File: src/design/rss_pkg.sv
`default_nettype none
// ----------------------------------------------------------------------------
// rss_pkg
// Shared types and constants for the running sample statistics block.
// ----------------------------------------------------------------------------
package rss_pkg;
  localparam int unsigned CountBits = 32;
  localparam int unsigned AccBits = 64;
  localparam int unsigned OutBits = 32;
  localparam int unsigned ScaleBits = 16;

  localparam logic [0:0] RegScaleDivisor = 1'b0;

  // job handed from the front end to the back end through the queue
  typedef struct packed {
    logic [CountBits-1:0] count;
    logic [AccBits-1:0] sum;
    logic [AccBits-1:0] square_sum;
    logic [31:0] smallest;
    logic [31:0] largest;
    logic overflowed;
  } job_t;

  typedef struct packed {
    logic [OutBits-1:0] count;
    logic [OutBits-1:0] min_scaled;
    logic [OutBits-1:0] max_scaled;
    logic [OutBits-1:0] mean_scaled;
    logic [OutBits-1:0] deviation_scaled;
    logic overflowed;
  } result_t;

  typedef enum logic [3:0] {
    BE_IDLE, BE_MULA, BE_MULB, BE_VAR, BE_SQRT, BE_DIV_MIN, BE_DIV_MAX,
    BE_DIV_MEAN, BE_DIV_DEV, BE_DONE
  } be_state_t;
endpackage
`default_nettype wire

File: src/design/rss_front.sv
`default_nettype none
// ----------------------------------------------------------------------------
// rss_front
// Accepts samples, updates accumulators and min/max, queues a job.
// ----------------------------------------------------------------------------
module rss_front #(
  parameter int unsigned SAMPLE_BITS = 24
) (
  input wire logic clk,
  input wire logic rst,
  input wire logic in_valid,
  output logic in_ready,
  input wire logic [SAMPLE_BITS-1:0] in_sample,
  output logic job_valid,
  input wire logic job_ready,
  output rss_pkg::job_t job
);
  logic [rss_pkg::CountBits-1:0] sample_count;
  logic [rss_pkg::AccBits-1:0] running_sum;
  logic [rss_pkg::AccBits-1:0] running_square_sum;
  logic [SAMPLE_BITS-1:0] largest_seen;
  logic [SAMPLE_BITS-1:0] smallest_seen;

  logic [2*SAMPLE_BITS-1:0] sq;
  logic [rss_pkg::AccBits:0] sum_ext;
  logic [rss_pkg::AccBits:0] sq_ext;
  logic ovf;
  logic take;
  rss_pkg::job_t job_next;

  assign in_ready = !job_valid || job_ready;
  assign take = in_valid && in_ready;
  assign sq = in_sample * in_sample;
  assign sum_ext = {1'b0, running_sum} + (rss_pkg::AccBits+1)'(in_sample);
  assign sq_ext = {1'b0, running_square_sum} + (rss_pkg::AccBits+1)'(sq);
  assign ovf = (&sample_count) || sum_ext[rss_pkg::AccBits] || sq_ext[rss_pkg::AccBits];

  always_comb begin
    job_next.overflowed = ovf;
    if (ovf) begin
      job_next.count = '0;
      job_next.sum = '0;
      job_next.square_sum = '0;
      job_next.largest = 32'(largest_seen);
      job_next.smallest = 32'(smallest_seen);
    end else begin
      job_next.count = sample_count + 1'b1;
      job_next.sum = sum_ext[rss_pkg::AccBits-1:0];
      job_next.square_sum = sq_ext[rss_pkg::AccBits-1:0];
      job_next.largest = (in_sample > largest_seen) ? 32'(in_sample) : 32'(largest_seen);
      job_next.smallest = (in_sample < smallest_seen || smallest_seen == '0) ?
                          32'(in_sample) : 32'(smallest_seen);
    end
  end

  always_ff @(posedge clk) begin
    if (rst) begin
      sample_count <= '0;
      running_sum <= '0;
      running_square_sum <= '0;
      largest_seen <= '0;
      smallest_seen <= '0;
      job_valid <= 1'b0;
    end else begin
      if (take) begin
        sample_count <= job_next.count;
        running_sum <= job_next.sum;
        running_square_sum <= job_next.square_sum;
        largest_seen <= job_next.largest[SAMPLE_BITS-1:0];
        smallest_seen <= job_next.smallest[SAMPLE_BITS-1:0];
        job_valid <= 1'b1;
      end else if (job_ready) begin
        job_valid <= 1'b0;
      end
    end
  end

  always_ff @(posedge clk) begin
    if (take) job <= job_next;
  end
endmodule
`default_nettype wire

File: config.mk
export PLATFORM = sky130hd
export DESIGN_NAME = rss_front
export DESIGN_NICKNAME = d
export VERILOG_FILES = /design/src/design/rss_pkg.sv /design/src/design/rss_front.sv
export SDC_FILE = /design/constraint.sdc
export NUM_CORES = 2
export LEC_CHECK = 0
export ABC_AREA = 1
export BUFFER_PORTS_ARGS = -buffer_cell sky130_fd_sc_hd__buf_2
export CELL_PAD_IN_SITES_DETAIL_PLACEMENT = 1
export CELL_PAD_IN_SITES_GLOBAL_PLACEMENT = 1
export CORE_MARGIN = 2
export CORE_UTILIZATION = 42
export CTS_CLUSTER_DIAMETER = 150
export DETAILED_ROUTE_END_ITERATION = 8
export PLACE_DENSITY = 0.78
export SLEW_MARGIN = 20
export SYNTH_ARGS = -nofsm -noshare
export SYNTH_HDL_FRONTEND = slang
export SYNTH_SLANG_ARGS = --single-unit
File: constraint.sdc
create_clock -name clk -period 7.3 [get_ports clk]
set_input_delay 0.73 -clock clk [delete_from_list [all_inputs] [get_ports clk]]
set_output_delay 0.73 -clock clk [all_outputs]
set_load 0.01 [all_outputs]
==> impl_metrics.json <==
{
  "antenna_found_initial": 0,
  "grt_pass1_wl_um": 223000,
  "synth_edf_count": 209,
  "critPathRequiredTime_ns": 7.89,
  "drive_gt1_share_pct": 11.5,
  "ys_top_cells_by_count": "inv_1, nand2_1, fa_1",
  "utilization_pct": 48.6,
  "syn_inst": 5603,
  "h-tree-depth": 2,
  "ys_top_cells_by_area": "fa_1, edfxtp_1, inv_1, nand2_1, dfxtp_1",
  "syn_avg_cell_area_um2": 7.51,
  "synth_area_mm2": 0.0421,
  "cp.arrival_ns": 7.65,
  "yosys.cell_types.count": 39,
  "crit_top_cell": "nand2_1",
  "cts_root_buffer": "clkbuf_16",
  "viasPerCell": 5.06,
  "start_kind": "input pin",
  "crit_start": "in_sample[16]",
  "drt_iter0_drc": 2231,
  "clock-sinks": 418,
  "slew_headroom_pct": 28.5,
  "initial_core_util_pct": 42.2,
  "rsz0062_at_grt": "false",
  "setup_viol_count_final": 0,
  "drc": 0,
  "grt-ovfl-total": 0,
  "worstSetupPathType": "input pin to register",
  "io_pins": 255,
  "hpwl_um": 113000,
  "cpPeakStageDelay_ns": 0.62,
  "nets": 6795,
  "cts_tree": "done",
  "grt_pass1_vias": 40819,
  "endpoint_kind": "register",
  "synth_seq_cells": 418,
  "tightest_slew_ns": 1.07,
  "hold_class": "input pin to register",
  "drt.antenna.violating_nets": 0,
  "path_clk_slew_ns": 0.06,
  "port_buffers": 238,
  "drv_slew": 0,
  "wl_per_cell_um": 18.9,
  "clk_latency_ns": 0.66,
  "finalCritPeriodShare_pct": 96.6,
  "synth_warnings": 0,
  "synth_flop_cell": "edfxtp_1",
  "core-area_mm2": 0.0997,
  "ctsHoldBuffers": 0,
  "synth_seq_area_share_pct": 24.9,
  "die-area_mm2": 0.103,
  "dr.pass1.iters": 5,
  "status": "completed",
  "rr_startpoint": "running_square_sum[14]$_SDFFE_PP0P_",
  "fin_worst_skew_ns": 0.0303,
  "die_y_um": 321,
  "multiInputGateArea_mm2": 0.0252,
  "n_antenna_cell": 0,
  "async_flop_share_pct": 0,
  "grt_util_all_layers_pct": 27.5,
  "cp_max_fo": 26,
  "grt_max_degree": 219,
  "num_vias": 37383,
  "hold_start": "job_ready",
  "final-seq-area_mm2": 0.0105,
  "yosysMostFrequentCell": "inv_1",
  "crit_buf_inv": 9,
  "yosys.area.top_type_share_pct": 22.3,
  "min_period_ns": 7.05,
  "post_cts_buffers": 0,
  "cts_buffer_depth": 3,
  "cp_slowest_cell": "fa_1",
  "gp_congestion": 0.924,
  "maxCapViolCount": 0,
  "areaGrowthSynthToFinish_pct": 15.1,
  "rows": 116,
  "num-fill-cells": 12505,
  "max_freq_ghz": 0.142,
  "cts_buffers": 53,
  "hold_violations": 0,
  "routed_wl_um": 139000,
  "cts_resized": 0,
  "die_x_um": 321,
  "yosys.area.top_type": "fa_1",
  "path_delay_family": "adder cells"
}
cell families after synthesis:
kind of cell    synth area share (%)
compound gates                  6.42
xor+xnor                        1.62
fa+ha+maj                       29.9
buf+inv                         15.5
flops                           24.9
other cells                  0.00891
simple gates                    21.7
worst min-delay path, cell delays in order:
cell	delay, ns
buf_2	0.08
inv_1	0.03
nand2_1	0.09
a21oi_1	0.08
cell type report:
type	count	share of cell area, %
multi-input combinational	3507	51.9
sequential	418	21.6
inverter	1498	11.6
timing repair buffer	564	8.00
tap	1298	3.35
clock buffer	75	3.08
clock inverter	25	0.439
metal layers:
metal / global-route usage, % / part of all wire [%] / wire [µm]
met1: 35.0 / 43 / 59600
met2: 48.1 / 49 / 68900
met3: 4.30 / 4.8 / 6690
met4: 7.95 / 3.0 / 4120
met5: 0 / 0 / 0
path summary, 6_finish.rpt:
kind	to	slack [ns]	cells past startpoint
worst max-delay path	smallest_seen[1]$_SDFFE_PP0P_	0.25	31
worst min-delay path	job_valid$_SDFFE_PP0P_	0.42	4
worst max register to register	job[92]$_DFFE_PP_	2.25	19
worst min register to register	job_valid$_SDFFE_PP0P_	0.55	2
flip-flops by register name, indices dropped and copies added, names as in the netlist:
name / count
job: 209
job_valid: 1
largest_seen: 24
running_square_sum: 64
running_sum: 64
sample_count: 32
smallest_seen: 24
stage by stage:
step,hold slack [ns],area (µm²),setup TNS [ns],worst slack [ns],instances
floorplan,0.504,42100,0,0.292,5618
global placement,0.521,46700,-38.28,-0.230,7285
detailed placement,0.534,46700,-96.46,-0.342,7285
CTS,0.382,48400,0,0.240,7385
global route,0.431,48500,0,0.0196,7385
finish,0.416,48500,0,0.245,7385
placed cells by master (no fill, tap or decap), drive strengths merged, types with 5 or more instances in the layout:
master  Yosys  final
dfxtp     209    209
conb        1     16
buf        51    560
a21oi     303    303
nor2      238    238
nand3     309    309
inv      1497   1505
edfxtp    209    209
xnor2      55     55
nand3b     33     33
nor4       16     16
nand2    1438   1438
clkinv      1     15
o21bai     14     14
o21a        5      5
xor2       23     23
clkbuf    144     79
a21o       11     11
fa        469    469
or2        19     19
o21ai     188    188
nor3       40     40
ha        256    256
nand4      60     60
and2        5      5
Power is not shown: default switching activity piles up to over one toggle a cycle in this logic, so the estimate is an artifact.
